$ cat src/sv/lbpm_pkg.sv
`timescale 1ns / 1ps
// ----------------------------------------------------------------------------
// lbpm_pkg
// Shared types, constants and the log2 lookup table of the band peak meter.
// ----------------------------------------------------------------------------
package lbpm_pkg;

  localparam int unsigned BANDS      = 16;
  localparam int unsigned ROWS_DEF   = 16;
  localparam int unsigned BAND_W     = 4;
  localparam int unsigned ROWF_W     = 4;
  localparam int unsigned PEAK_W     = 8;
  localparam int unsigned HEIGHT_W   = 15;
  localparam int unsigned GAIN_W     = 10;
  localparam int unsigned SLEW_W     = 12;
  localparam int unsigned LOG_W      = 19;
  localparam int unsigned IDX_W      = 9;
  localparam int unsigned SAMPLE_W   = 16;
  localparam int unsigned CMDQ_DEPTH = 4;

  localparam logic [GAIN_W-1:0] GAIN_RST  = 10'd256;
  localparam logic [SLEW_W-1:0] SLEW_RST  = 12'd205;
  localparam logic [IDX_W-1:0]  BIN_LIMIT = 9'd255;

  // Lower bin edge of each band, band 0 in the lowest slot.
  localparam logic [BANDS-1:0][IDX_W-1:0] BIN_EDGE = {
    9'd187, 9'd137, 9'd101, 9'd74, 9'd54, 9'd40, 9'd28, 9'd20,
    9'd14,  9'd10,  9'd7,   9'd5,  9'd3,  9'd2,  9'd1,  9'd0
  };

  typedef enum logic [1:0] {
    FUNC_SAMPLE = 2'd0,
    FUNC_FRAME  = 2'd1,
    FUNC_TICK   = 2'd2
  } func_e;

  typedef enum logic {
    REG_GAIN = 1'b0,
    REG_SLEW = 1'b1
  } reg_idx_e;

  typedef enum logic [1:0] {
    CMD_PEAK  = 2'd0,
    CMD_FRAME = 2'd1,
    CMD_TICK  = 2'd2
  } cmd_op_e;

  typedef struct packed {
    cmd_op_e             op;
    logic [BAND_W-1:0]   band;
    logic [PEAK_W-1:0]   peak;
    logic [ROWF_W-1:0]   row;
  } cmd_t;

  typedef struct packed {
    logic [GAIN_W-1:0] gain;
    logic [SLEW_W-1:0] slew;
  } cfg_t;

  typedef struct packed {
    logic                kind;
    logic [ROWF_W-1:0]   row;
    logic [BAND_W-1:0]   column;
    logic [HEIGHT_W-1:0] height;
    logic                last;
  } res_t;

  // log2(p) in Q3.16 by repeated squaring of a Q1.30 mantissa; evaluated
  // at elaboration only.
  function automatic logic [255:0][LOG_W-1:0] build_log2_tbl();
    logic [255:0][LOG_W-1:0] tbl;
    logic [63:0]             m;
    logic [LOG_W-1:0]        acc;
    int unsigned             n;
    tbl = '0;
    for (int p = 1; p < 256; p++) begin
      n = 0;
      while ((p >> (n + 1)) != 0) begin
        n++;
      end
      m   = 64'(p) << (30 - n);
      acc = LOG_W'(n) << 16;
      for (int k = 15; k >= 0; k--) begin
        m = (m * m) >> 30;
        if (m >= 64'h0000_0000_8000_0000) begin
          m      = m >> 1;
          acc[k] = 1'b1;
        end
      end
      tbl[p] = acc;
    end
    return tbl;
  endfunction

  localparam logic [255:0][LOG_W-1:0] LOG2_TBL = build_log2_tbl();

endpackage

$ cat src/sv/lbpm_cmdq.sv
`timescale 1ns / 1ps
// ----------------------------------------------------------------------------
// lbpm_cmdq
// Short command queue between the classifying and the executing side.
// ----------------------------------------------------------------------------
module lbpm_cmdq (
  input  logic            clk_i,
  input  logic            rst_ni,
  input  logic            push_valid_i,
  output logic            push_ready_o,
  input  lbpm_pkg::cmd_t  push_data_i,
  output logic            pop_valid_o,
  input  logic            pop_ready_i,
  output lbpm_pkg::cmd_t  pop_data_o
);
  import lbpm_pkg::*;

  localparam int unsigned PTR_W = $clog2(CMDQ_DEPTH);
  localparam int unsigned CNT_W = $clog2(CMDQ_DEPTH + 1);

  cmd_t             slot_q [CMDQ_DEPTH];
  logic [PTR_W-1:0] wr_ptr_q, rd_ptr_q;
  logic [CNT_W-1:0] cnt_q;
  logic             push, pop;

  assign push_ready_o = (cnt_q != CNT_W'(CMDQ_DEPTH));
  assign pop_valid_o  = (cnt_q != '0);
  assign push         = push_valid_i && push_ready_o;
  assign pop          = pop_valid_o && pop_ready_i;
  assign pop_data_o   = slot_q[rd_ptr_q];

  always_ff @(posedge clk_i or negedge rst_ni) begin
    if (!rst_ni) begin
      wr_ptr_q <= '0;
      rd_ptr_q <= '0;
      cnt_q    <= '0;
    end else begin
      if (push) begin
        wr_ptr_q <= (wr_ptr_q == PTR_W'(CMDQ_DEPTH - 1)) ? '0 : wr_ptr_q + 1'b1;
      end
      if (pop) begin
        rd_ptr_q <= (rd_ptr_q == PTR_W'(CMDQ_DEPTH - 1)) ? '0 : rd_ptr_q + 1'b1;
      end
      if (push && !pop) begin
        cnt_q <= cnt_q + 1'b1;
      end else if (pop && !push) begin
        cnt_q <= cnt_q - 1'b1;
      end
    end
  end

  always_ff @(posedge clk_i) begin
    if (push) begin
      slot_q[wr_ptr_q] <= push_data_i;
    end
  end

  a_cnt_bound: assert property (@(posedge clk_i) disable iff (!rst_ni)
    cnt_q <= CNT_W'(CMDQ_DEPTH))
    else $error("command queue count beyond depth");

endmodule

$ cat config.mk
export PLATFORM = sky130hd
export DESIGN_NAME = lbpm_cmdq
export DESIGN_NICKNAME = d
export VERILOG_FILES = /design/src/sv/lbpm_pkg.sv /design/src/sv/lbpm_cmdq.sv
export SDC_FILE = /design/constraint.sdc
export NUM_CORES = 1
export LEC_CHECK = 0
export BUFFER_PORTS_ARGS = -buffer_cell sky130_fd_sc_hd__buf_2
export CAP_MARGIN = 0
export CORE_UTILIZATION = 42
export DETAILED_ROUTE_END_ITERATION = 8
export GPL_TIMING_DRIVEN = 0
export SYNTH_ARGS = -nofsm -noshare
export SYNTH_HDL_FRONTEND = slang
export SYNTH_SLANG_ARGS = --single-unit
$ cat constraint.sdc
create_clock -name clk_i -period 5.4 [get_ports clk_i]
set_input_delay 1.08 -clock clk_i [delete_from_list [all_inputs] [get_ports clk_i]]
set_output_delay 1.08 -clock clk_i [all_outputs]
set_load 0.01 [all_outputs]
# Word-level counts from Yosys, hierarchy flattened
# Memory sizes are Yosys's and may differ from the RTL's.
# Cells that the tools add are included.
# word_totals
output_inout_bits	20
reg_bits	7
in_bits	22
memories	1
ramBits	72
# classes
n_eq_ne	3
n_addsub	4
n_reduce_logical	8
mux	6
# mem_list
name	words	width	read_ports	rd_clocked_by_memory_dff	wr	line_no	source
slot_q	4	18	1	0	1	lbpm_cmdq.sv:21	cmd_t slot_q [CMDQ_DEPTH];
# ops
cell	count
3-bit two-way mux	2
2-bit by 1-bit adder with 2-bit output, second input constant	2
2-bit == test, second input constant	2
1-bit logical AND	4
2-bit two-way mux	2
3-bit by 1-bit adder with 3-bit output, second input constant	1
3-bit inequality test, second input constant	1
3-bit nonzero test	1
3-bit by 1-bit subtractor with 3-bit output, second input constant	1
1-bit zero test	2
1-bit two-way mux	2
2-bit nonzero test	1

# Longest topological paths before layout
# logic_depth
depth_word	6
mapped_depth	8
ltp_nobuf	8

# Least setup slack after synthesis
# OpenSTA, ideal clock, no wires.
# synth_path
kind	flip-flop to output port
startpoint	register rd_ptr_q[0]
endpoint	output port pop_data_o[0] in the netlist's numbering
required_time_ps	4320
n_path_buf	1
slack_ps	3128
arrival_ps	1192
path_stages_with_launch	3
path_cell_list	dfrtp_1 -> buf_2 -> mux4_2
# synth_rtl
element	line_no	source
start, declared	lbpm_cmdq.sv:22	logic [PTR_W-1:0] wr_ptr_q, rd_ptr_q;
start signal, assigned	lbpm_cmdq.sv:42	rd_ptr_q <= (rd_ptr_q == PTR_W'(CMDQ_DEPTH - 1)) ? '0 : rd_ptr_q + 1'b1;
end, declared	lbpm_cmdq.sv:14	output lbpm_pkg::cmd_t pop_data_o

==> impl_metrics.tcl <==
set metrics [dict create \
    status "complete, no violations" \
    cts_tree "built" \
    max-clock-path-buffers 2 \
    vias 1406 \
    core_area_um2 6870 \
    grt_pass1_vias 1551 \
    fmax_mhz 351 \
    grt_max_degree 19 \
    report.final.slew_viol_count 0 \
    crit_type "register to primary output" \
    die_area_um2 7560 \
    cts_setup_buffers 0 \
    hold_depth 1 \
    multi_input_area_um2 663 \
    worstSkewPairLatency_ps 330 \
    synth_most_common_cell "edfxtp_1" \
    drt_drc_violations_left 0 \
    holdCritPathClass "register to register" \
    synth_top_area_share_pct 71.3 \
    setup_viol 0 \
    worstPathMaxFanout 10 \
    diodes 0 \
    dp.cells 267 \
    required_ps 4320 \
    vias_per_cell 4.97 \
    yosysSeqAreaShare_pct 77.1 \
    startpoint_type "register" \
    grt_usage_pct 14.2 \
    area_delta_synth_final_pct 17.2 \
    slew_headroom_pct 67.1 \
    max-vdd-ir-drop_v 0.000225 \
    layout-drive-gt1-share_pct 48.1 \
    final-hold-violation-count 0 \
    cts-root-buf "clkbuf_8" \
    synth_edf_count 72 \
    wl_per_cell_um 16.8 \
    r2r-end "cnt_q[2]" \
    overflow 0 \
    synthArstFlopShare_pct 8.86 \
    setup_tns_ps 0 \
    min_to "cnt_q[2]" \
    clock-sinks 79 \
    netlist_top_cells_count "edfxtp_1, mux4_2, dfrtp_1" \
    cts.clk_slew.worst_paths_ps 80 \
    synth_ff_type "edfxtp_1" \
    cts_hold_buf 0 \
    synth_warnings 0 \
    syn_nets 159 \
    cts.repair.resized 0 \
    cap_viol_max_count 0 \
    fin_cells 283 \
    io_buffers 41 \
    crit_arrival_ps 1770 \
    finalWeightedCongestion 0.675 \
    rsz0062_at_grt "false" \
    first_iter_violations 66 \
    syn_area_um2 3030 \
    ios 42 \
    p_per_area_nw_per_um2 531 \
    routed_wirelength_mm 4.76 \
    synth_top_cell_by_area "edfxtp_1" \
    ff2ff_setup_slack_ps 3140 \
    r2r-start "cnt_q[0]" \
    fin_crit_sh_pct 52.8 \
    min_period_ps 2850 \
    worstRegToRegCells 8 \
    fillers 555 \
    worstMarginPinSlew_ps 493 \
    initial_core_util_pct 44.1 \
    dp.final_hpwl_mm 3.13 \
    synthTopCellsByArea "edfxtp_1, mux4_2, dfrtp_1" \
    fp-row-count 30 \
    cp-end-kind "primary output" \
    fin_skew_ps 10.1 \
    avgSynthCellArea_um2 23.3 \
    hold_path.startpoint "cnt_q[2]" \
    layout.area.seq_um2 2340 \
    grt_pass1_wl_mm 7.52 \
    drtAntennaViolNets 0 \
    cts_made_buffers 9 \
    antenna_found_initial 0 \
    die_h_um 87.0 \
    firstDrtPassIters 4 \
    postSynthCellCount 130 \
    die_w_um 87.0 \
    synth_cell_types 17 \
    synth_seq_cells 79 \
    htreeDepth 3 \
    power_leakage_nw 1.27 \
    num-nets-final 211 \
]
worst max path at each step:
stage	startpoint	to	slack [ps]
2_1_floorplan	rd_ptr_q[0]	pop_data_o[0]	3130
3_3_place_gp	rd_ptr_q[1]	pop_data_o[7]	2890
3_5_place_dp	rd_ptr_q[0]	pop_data_o[14]	2880
4_1_cts	rd_ptr_q[0]	pop_data_o[14]	2510
5_1_grt	rd_ptr_q[1]	pop_data_o[7]	2420
6_report	rd_ptr_q[1]	pop_data_o[7]	2550
placed cells by master, fill, tap and decap left out, drive strengths merged:
master,n
edfxtp,72
buf,45
mux4,18
clkbuf,10
dfrtp,7
ha,6
mux2,5
and3,4
inv,4
nor2,3
clkinv,3
xor2,2
or3b,1
and2,1
or3,1
nand2,1
xnor2,1
fa,1
clkinvlp,1
bufinv,1
critical path, cell delays in order, from the launching register on:
cell and delay, ps:
dfrtp_1 350, buf_2 260, buf_2 320, mux4_2 350, buf_2 160
cells by family (layout without fill, tap and decap cells):
logic type    Yosys count  in the layout  synth area share [%]
mux                    23             23                  15.5
fa+ha+maj               7              7                  3.14
simple gates           11             11                  2.39
flops                  79             79                  77.1
xor+xnor                3              3                 0.867
buf+inv                 7             64                  1.03
layer usage:
layer | global-route usage (%) | vias up | routed length [um]
li1 | - | 637 | -
met1 | 15.9 | 733 | 1830
met2 | 25.1 | 27 | 2630
met3 | 4.27 | 9 | 212
met4 | 6.36 | 0 | 83
met5 | 0 | - | 0
through the flow:
step | setup WS (ps) | cell area (um^2) | util (%) | total power [mW] | hold slack [ps]
6_report | 2550 | 3550 | 51.7 | 1.89 | 489
5_1_grt | 2420 | 3550 | 51.7 | 1.99 | 512
4_1_cts | 2510 | 3550 | 51.7 | 1.92 | 488
3_5_place_dp | 2880 | 3360 | 48.9 | 1.50 | 475
3_3_place_gp | 2890 | 3360 | 48.9 | 1.46 | 466
2_1_floorplan | 3130 | 3030 | - | 1.29 | 449
layout make-up:
type                            instances  share of cell area (%)
Sequential cell                        79                    65.8
Multi-Input combinational cell         44                    18.7
Timing Repair Buffer                   41                    5.77
Clock buffer                           10                    3.59
Tap cell                               96                    3.38
Clock inverter                          6                    1.94
Buffer                                  4                   0.563
Inverter                                3                   0.317
state kept, by name (all words and copies together), names as in the netlist:
register / count
slot_q: 72
wr_ptr_q: 2
rd_ptr_q: 2
cnt_q: 3
power breakdown:
part	total (mW)	internal [mW]	switching [mW]	leakage (nW)
clock network	0.423	0.216	0.207	0.0968
registers	0.863	0.816	0.0471	0.742
logic	0.600	0.296	0.304	0.434
(Power assumes the default switching activity.)
