===== config.mk =====
export PLATFORM = sky130hd
export DESIGN_NAME = lbpm_front
export DESIGN_NICKNAME = d
export VERILOG_FILES = /design/src/sv/lbpm_pkg.sv /design/src/sv/lbpm_front.sv
export SDC_FILE = /design/constraint.sdc
export NUM_CORES = 1
export LEC_CHECK = 0
export CAP_MARGIN = 5
export CORE_MARGIN = 5
export CORE_UTILIZATION = 45
export DETAILED_ROUTE_END_ITERATION = 16
export DONT_BUFFER_PORTS = 1
export GPL_TIMING_DRIVEN = 0
export PLACE_DENSITY = 0.62
export SYNTH_ARGS = -nofsm -noshare
export SYNTH_HDL_FRONTEND = slang
export SYNTH_SLANG_ARGS = --single-unit

===== constraint.sdc =====
create_clock -name clk_i -period 5.2 [get_ports clk_i]
set_input_delay 0.52 -clock clk_i [delete_from_list [all_inputs] [get_ports clk_i]]
set_output_delay 0.52 -clock clk_i [all_outputs]
set_load 0.1 [all_outputs]

===== src/sv/lbpm_pkg.sv =====
`timescale 1ns / 1ps
// ----------------------------------------------------------------------------
// lbpm_pkg
// Shared types, constants and the log2 lookup table of the band peak meter.
// ----------------------------------------------------------------------------
package lbpm_pkg;

  localparam int unsigned BANDS      = 16;
  localparam int unsigned ROWS_DEF   = 16;
  localparam int unsigned BAND_W     = 4;
  localparam int unsigned ROWF_W     = 4;
  localparam int unsigned PEAK_W     = 8;
  localparam int unsigned HEIGHT_W   = 15;
  localparam int unsigned GAIN_W     = 10;
  localparam int unsigned SLEW_W     = 12;
  localparam int unsigned LOG_W      = 19;
  localparam int unsigned IDX_W      = 9;
  localparam int unsigned SAMPLE_W   = 16;
  localparam int unsigned CMDQ_DEPTH = 4;

  localparam logic [GAIN_W-1:0] GAIN_RST  = 10'd256;
  localparam logic [SLEW_W-1:0] SLEW_RST  = 12'd205;
  localparam logic [IDX_W-1:0]  BIN_LIMIT = 9'd255;

  // Lower bin edge of each band, band 0 in the lowest slot.
  localparam logic [BANDS-1:0][IDX_W-1:0] BIN_EDGE = {
    9'd187, 9'd137, 9'd101, 9'd74, 9'd54, 9'd40, 9'd28, 9'd20,
    9'd14,  9'd10,  9'd7,   9'd5,  9'd3,  9'd2,  9'd1,  9'd0
  };

  typedef enum logic [1:0] {
    FUNC_SAMPLE = 2'd0,
    FUNC_FRAME  = 2'd1,
    FUNC_TICK   = 2'd2
  } func_e;

  typedef enum logic {
    REG_GAIN = 1'b0,
    REG_SLEW = 1'b1
  } reg_idx_e;

  typedef enum logic [1:0] {
    CMD_PEAK  = 2'd0,
    CMD_FRAME = 2'd1,
    CMD_TICK  = 2'd2
  } cmd_op_e;

  typedef struct packed {
    cmd_op_e             op;
    logic [BAND_W-1:0]   band;
    logic [PEAK_W-1:0]   peak;
    logic [ROWF_W-1:0]   row;
  } cmd_t;

  typedef struct packed {
    logic [GAIN_W-1:0] gain;
    logic [SLEW_W-1:0] slew;
  } cfg_t;

  typedef struct packed {
    logic                kind;
    logic [ROWF_W-1:0]   row;
    logic [BAND_W-1:0]   column;
    logic [HEIGHT_W-1:0] height;
    logic                last;
  } res_t;

  // log2(p) in Q3.16 by repeated squaring of a Q1.30 mantissa; evaluated
  // at elaboration only.
  function automatic logic [255:0][LOG_W-1:0] build_log2_tbl();
    logic [255:0][LOG_W-1:0] tbl;
    logic [63:0]             m;
    logic [LOG_W-1:0]        acc;
    int unsigned             n;
    tbl = '0;
    for (int p = 1; p < 256; p++) begin
      n = 0;
      while ((p >> (n + 1)) != 0) begin
        n++;
      end
      m   = 64'(p) << (30 - n);
      acc = LOG_W'(n) << 16;
      for (int k = 15; k >= 0; k--) begin
        m = (m * m) >> 30;
        if (m >= 64'h0000_0000_8000_0000) begin
          m      = m >> 1;
          acc[k] = 1'b1;
        end
      end
      tbl[p] = acc;
    end
    return tbl;
  endfunction

  localparam logic [255:0][LOG_W-1:0] LOG2_TBL = build_log2_tbl();

endpackage


===== src/sv/lbpm_front.sv =====
`timescale 1ns / 1ps
// ----------------------------------------------------------------------------
// lbpm_front
// Accept input items, track the bin index, map samples to bands and turn
// each kept item into a command for the execution side.
// ----------------------------------------------------------------------------
module lbpm_front #(
  parameter int unsigned ROWS = lbpm_pkg::ROWS_DEF
) (
  input  logic                            clk_i,
  input  logic                            rst_ni,
  input  logic                            in_valid_i,
  output logic                            in_ready_o,
  input  logic [1:0]                      in_func_i,
  input  logic [lbpm_pkg::SAMPLE_W-1:0]   in_sample_i,
  input  logic [lbpm_pkg::ROWF_W-1:0]     in_row_i,
  output logic                            cmd_valid_o,
  output lbpm_pkg::cmd_t                  cmd_o,
  input  logic                            cmd_ready_i
);
  import lbpm_pkg::*;

  logic [IDX_W-1:0]  idx_q, idx_d;
  logic [BAND_W-1:0] band;
  logic              keep;
  logic              fire;

  assign in_ready_o  = cmd_ready_i;
  assign fire        = in_valid_i && in_ready_o;
  assign cmd_valid_o = in_valid_i && keep;

  always_comb begin
    band = '0;
    for (int i = 1; i < BANDS; i++) begin
      if (idx_q >= BIN_EDGE[i]) begin
        band = BAND_W'(i);
      end
    end
  end

  always_comb begin
    keep       = 1'b0;
    idx_d      = idx_q;
    cmd_o.op   = CMD_PEAK;
    cmd_o.band = band;
    cmd_o.peak = in_sample_i[SAMPLE_W-2:SAMPLE_W-1-PEAK_W];
    cmd_o.row  = in_row_i;
    unique case (func_e'(in_func_i))
      FUNC_SAMPLE: begin
        if (idx_q != '1) begin
          idx_d = idx_q + 1'b1;
        end
        // drop late bins and samples that are zero or negative
        keep = (idx_q < BIN_LIMIT) && !in_sample_i[SAMPLE_W-1] && (in_sample_i != '0);
      end
      FUNC_FRAME: begin
        cmd_o.op = CMD_FRAME;
        idx_d    = '0;
        keep     = 1'b1;
      end
      FUNC_TICK: begin
        cmd_o.op = CMD_TICK;
        keep     = (32'(in_row_i) < ROWS);
      end
      default: begin
        keep = 1'b0;
      end
    endcase
  end

  always_ff @(posedge clk_i or negedge rst_ni) begin
    if (!rst_ni) begin
      idx_q <= '0;
    end else if (fire) begin
      idx_q <= idx_d;
    end
  end

endmodule


; ---- After elaboration in Yosys (flattened, before gate mapping)
; Cells that the tools add are included.
[word_totals]
register_bits = 9
latch_bits = 0
ram_bits = 0
rom_bits = 0
in_bits = 26
out_inout_bits = 20
memories = 0
[op_classes]
addsub = 1
multipliers = 0
div = 0
n_lt_le_gt_ge = 16
eq_ne = 4
shift = 0
n_mux = 19
bitwise = 0
n_reduce_logical = 10
[op_table]
columns = cell, n
row1 = $mux W4, 13
row2 = $ge A9 B2 Y1 const B, 2
row3 = $ge A9 B3 Y1 const B, 2
row4 = $ge A9 B4 Y1 const B, 2
row5 = $ge A9 B5 Y1 const B, 2
row6 = $ge A9 B6 Y1 const B, 2
row7 = $ge A9 B7 Y1 const B, 2
row8 = $ge A9 B8 Y1 const B, 2
row9 = $pmux W9 S2, 1
row10 = $reduce_bool A16 Y1, 1
row11 = $add A9 B1 Y9 const B, 1
row12 = $ge A9 B1 Y1 const B, 1
row13 = $lt A9 B8 Y1 const B, 1
row14 = $mux W9, 1
row15 = $ne A9 B9 Y1 const B, 1
row16 = $logic_and A1 B1 Y1, 4
row17 = $pmux W2 S2, 1
row18 = $reduce_and A3 Y1, 1
row19 = $eq A2 B1 Y1 const B, 1
row20 = $eq A2 B2 Y1 const B, 1
row21 = $logic_not A2 Y1, 1
row22 = $mux W2, 1
row23 = $ne A2 B2 Y1 const B, 1
row24 = $pmux W1 S2, 1
row25 = other kinds (4), 4

; ---- Logic depth before layout (Yosys ltp)
[logic_depth]
ltp_word = 16
ltp_mapped = 9
depth_no_buf = 9

; ---- Worst setup path after synthesis
; OpenSTA, ideal clock, no wires.
[synth_path]
path_kind = flip-flop to output port
start = reg idx_q[7]
end = out cmd_o[14] (netlist bit)
arrival_ns = 3.932
t_required_ns = 4.680
setup_slack_ns = 0.748
stages_incl_launch_ff = 6
n_path_buf = 1
path_cell_list = dfrtp_1 buf_2 or2_4 nor3_1 nand2_1 o21ai_0
[synth_rtl]
columns = item, line_no
row1 = from (decl), lbpm_front.sv:23  ; logic [IDX_W-1:0] idx_q, idx_d;
row2 = from (signal assigned), lbpm_front.sv:75  ; idx_q <= idx_d;
row3 = to (decl), lbpm_front.sv:18  ; output lbpm_pkg::cmd_t cmd_o,

==> flow_metrics.py <==
metrics = {
    "global_route": {
        "grt_use_total": 0.1645,
        "antenna_found_initial": 0,
        "overflow": 0,
        "grt_max_degree": 11,
        "grt_pass1_wl_um": 4505,
        "grt_pass1_vias": 995,
    },
    "pwr": {
        "p_leak_uw": 0.0005211,
        "swShare": 0.5803,
        "power_frac_comb": 0.673,
        "powerDensity_nw_per_um2": 363.3,
        "irDropWorstVdd_mv": 0.2306,
        "total_power_uw": 439.1,
        "p_int_uw": 184.3,
        "power_frac_clock": 0.122,
        "p_sw_uw": 254.8,
        "power_frac_seq": 0.205,
    },
    "worst_setup_path": {
        "worstSetupPathType": "flop to primary output",
        "crit_start": "idx_q[7]$_DFFE_PN0P_",
        "worstPathArrival_ns": 3.21,
        "required_ns": 4.68,
        "rr_startpoint": "idx_q[0]$_DFFE_PN0P_",
        "cp-start-kind": "flop",
        "crit_path_end_kind": "primary output",
        "critPathMaxFanout": 8,
    },
    "status": {
        "status": "complete, no violations",
    },
    "flow_run": {
        "drv_cap": 0,
    },
    "synthesis": {
        "synth.distinct_cells": 40,
        "ys_seq_area_frac": 0.2055,
        "syn_area_per_cell_um2": 7.942,
        "synthTopCellsByArea": "dfrtp_1 21%, buf_4 11%, ha_1 9.1%",
        "ys_ff_latch": 9,
        "yosysWarnings": 0,
        "syn_nets": 172,
        "netlist_instances": 138,
        "synthesis.area_um2": 1096,
        "yosys.area.top_type": "dfrtp_1",
        "yosys.area.top_type_share": 0.2055,
    },
    "detailed_routing": {
        "wl_per_cell_um": 16.02,
        "first_pass_iters": 4,
        "vias": 1020,
        "drt_wl_total_um": 2756,
        "top_layer": "met4",
        "wl_met1_um": 1178,
        "vias_per_cell": 5.930,
        "wl_met2_um": 1376,
        "drtIter0Drc": 22,
        "ant_nets": 0,
        "drc": 0,
        "wl_met3_um": 125,
    },
    "timing": {
        "rsz0062_at_grt": "no",
        "maxSlewViolCount": 0,
        "hold_viol": 0,
        "finClkSkew_ns": 0.0008956,
        "fmax_mhz": 268.4,
        "finalSetupViolations": 0,
        "fin_crit_ns": 3.726,
        "finalCritPeriodShare": 0.7166,
        "worst_slew_pin_slew_ns": 1.269,
        "max_slew_margin": 0.1515,
        "finalSetupTns_ns": 0,
    },
    "finish": {
        "layout.nets": 179,
        "design_area_um2": 1209,
        "fillers": 213,
        "reg_top3": "idx_q (9)",
        "largest_register_ffs": 9,
        "layout-drive-gt1-share": 0.2500,
        "area_growth_pct": 10.27,
        "diodes": 0,
        "largest_register": "idx_q",
    },
    "cts": {
        "cts-htree-levels": 1,
        "cts_buffers": 3,
        "clockBufferDepth": 2,
        "numClockSinks": 9,
        "worstSkewPairLatency_ns": 0.26,
        "cts-root-buf": "clkbuf_4",
        "cts_tree": "done",
        "clk_pin_slew_ns": 0.06,
    },
    "floorplan": {
        "start_util": 0.4816,
        "die_h_um": 59.35,
        "ioPinCount": 46,
        "fp.dieW_um": 59.35,
        "die-area_um2": 3522,
        "num_rows": 17,
        "coreArea_um2": 2276,
    },
    "placement": {
        "dp_hpwl_um": 2222,
        "place_congestion": 0.8199,
        "placed_cell_area_um2": 1172,
        "portBuffers": 0,
    },
    "hold_path": {
        "hold_class": "primary input to async pin",
    },
}
## critical path, cell delays in order, from the launching register on
cell,delay [ns]
dfrtp_1,0.35
buf_2,0.17
or2_4,0.27
nor3_1,0.35
nand2_1,0.70
o21ai_2,1.11
## logic make-up (layout without fill, tap and decap cells)
logic type	count (synthesis)	after routing	share of synthesized area
and+or+nand+nor	51	51	0.2591
adders and majority gates	8	8	0.09133
AOI/OAI and AO/OA	33	33	0.2089
xor gates and xnor gates	7	7	0.05594
buffers and inverters	30	36	0.1792
DFF	9	9	0.2055
## power groups by stage
stage | Clock (µW) | Sequential (µW) | Combinational [µW]
after floorplan | 0 | 88.0 | 256
after global placement | 0 | 90.1 | 276
after detailed placement | 0 | 91.0 | 295
after CTS | 54.7 | 89.9 | 297
after global routing | 58.8 | 91.5 | 310
final | 53.4 | 90.2 | 295
## through the flow
step / util / setup WS [ns] / instances / hold WS (ns)
after floorplan: - / 0.7483 / 138 / 0.2244
after global placement: 0.4970 / 0.5860 / 166 / 0.2247
after detailed placement: 0.5151 / 1.766 / 167 / 0.2247
after CTS: 0.5311 / 1.482 / 172 / 0.6276
after global routing: 0.5311 / 1.335 / 172 / 0.6400
final: 0.5311 / 1.474 / 172 / 0.6196
## synth_stat cells
cell type / n
a2111oi_2: 1
a211o_1: 1
a211oi_1: 2
a21boi_2: 1
a21oi_1: 7
a221oi_2: 1
a31oi_1: 3
and2_1: 2
and2_2: 1
buf_2: 1
buf_4: 16
buf_6: 3
clkbuf_1: 1
dfrtp_1: 9
ha_1: 8
inv_1: 9
nand2_1: 11
nand3_1: 3
nand4_1: 2
nand4b_1: 1
nor2_1: 11
nor3_1: 5
nor3_4: 1
nor3b_1: 2
nor4_1: 5
nor4b_1: 1
o211ai_1: 1
o21ai_0: 10
o311a_2: 1
o31ai_1: 2
o32ai_1: 2
o41ai_1: 1
or2_1: 1
or2_4: 1
or2b_1: 1
or3_1: 1
or3_4: 1
or3b_2: 1
xnor2_1: 5
xor2_1: 2
## path summary, 6_finish.rpt
path                                        endpoint  slack, ns  depth (start not counted)
worst max register to register  idx_q[7]$_DFFE_PN0P_       2.84                          9
worst min-delay path            idx_q[6]$_DFFE_PN0P_       0.62                          1
max in group asynchronous       idx_q[2]$_DFFE_PN0P_       4.30                          1
worst min register to register  idx_q[1]$_DFFE_PN0P_       0.64                          2
min in group clk_i              idx_q[4]$_DFFE_PN0P_       0.62                          3
worst max-delay path                       cmd_o[14]       1.47                          5
## layout by cell type, fill, tap and decap left out, types with 2 or more instances in the layout
cell type  netlist  final
nand4_1          2      2
o21ai_0         10      9
a21oi_1          7      7
nor3_1           5      5
inv_1            9      9
ha_1             8      8
clkbuf_1         1      2
a211oi_1         2      2
o32ai_1          2      2
nor4_1           5      5
nor2_1          11     11
a31oi_1          3      2
buf_4           16     16
and2_1           2      2
xnor2_1          5      5
dfrtp_1          9      9
nand2_1         11     11
clkbuf_4         0      3
buf_6            3      3
xor2_1           2      2
nand3_1          3      3
o31ai_1          2      2
## timing repair
item | CTS | global route
setup buffers | 0 | 0
hold buffers | 1 | 0
hold endpoints to repair | 9 | 0
resized for setup | 0 | 0
## layout make-up
| class | count | area (µm²) | area share |
|---|---|---|---|
| Multi-Input combinational cell | 99 | 700.7 | 0.5797 |
| Sequential cell | 9 | 225.2 | 0.1863 |
| Timing Repair Buffer | 2 | 25.02 | 0.02070 |
| Tap cell | 28 | 35.03 | 0.02899 |
| Clock buffer | 4 | 26.28 | 0.02174 |
| Buffer | 21 | 162.7 | 0.1346 |
| Inverter | 9 | 33.78 | 0.02795 |
## layer usage
layer,track usage,up-vias
met5,0,-
met4,0.08414,0
met3,0.01525,9
met2,0.2621,29
met1,0.2187,492
li1,-,490
No activity file was read; power rests on OpenSTA's default activity.
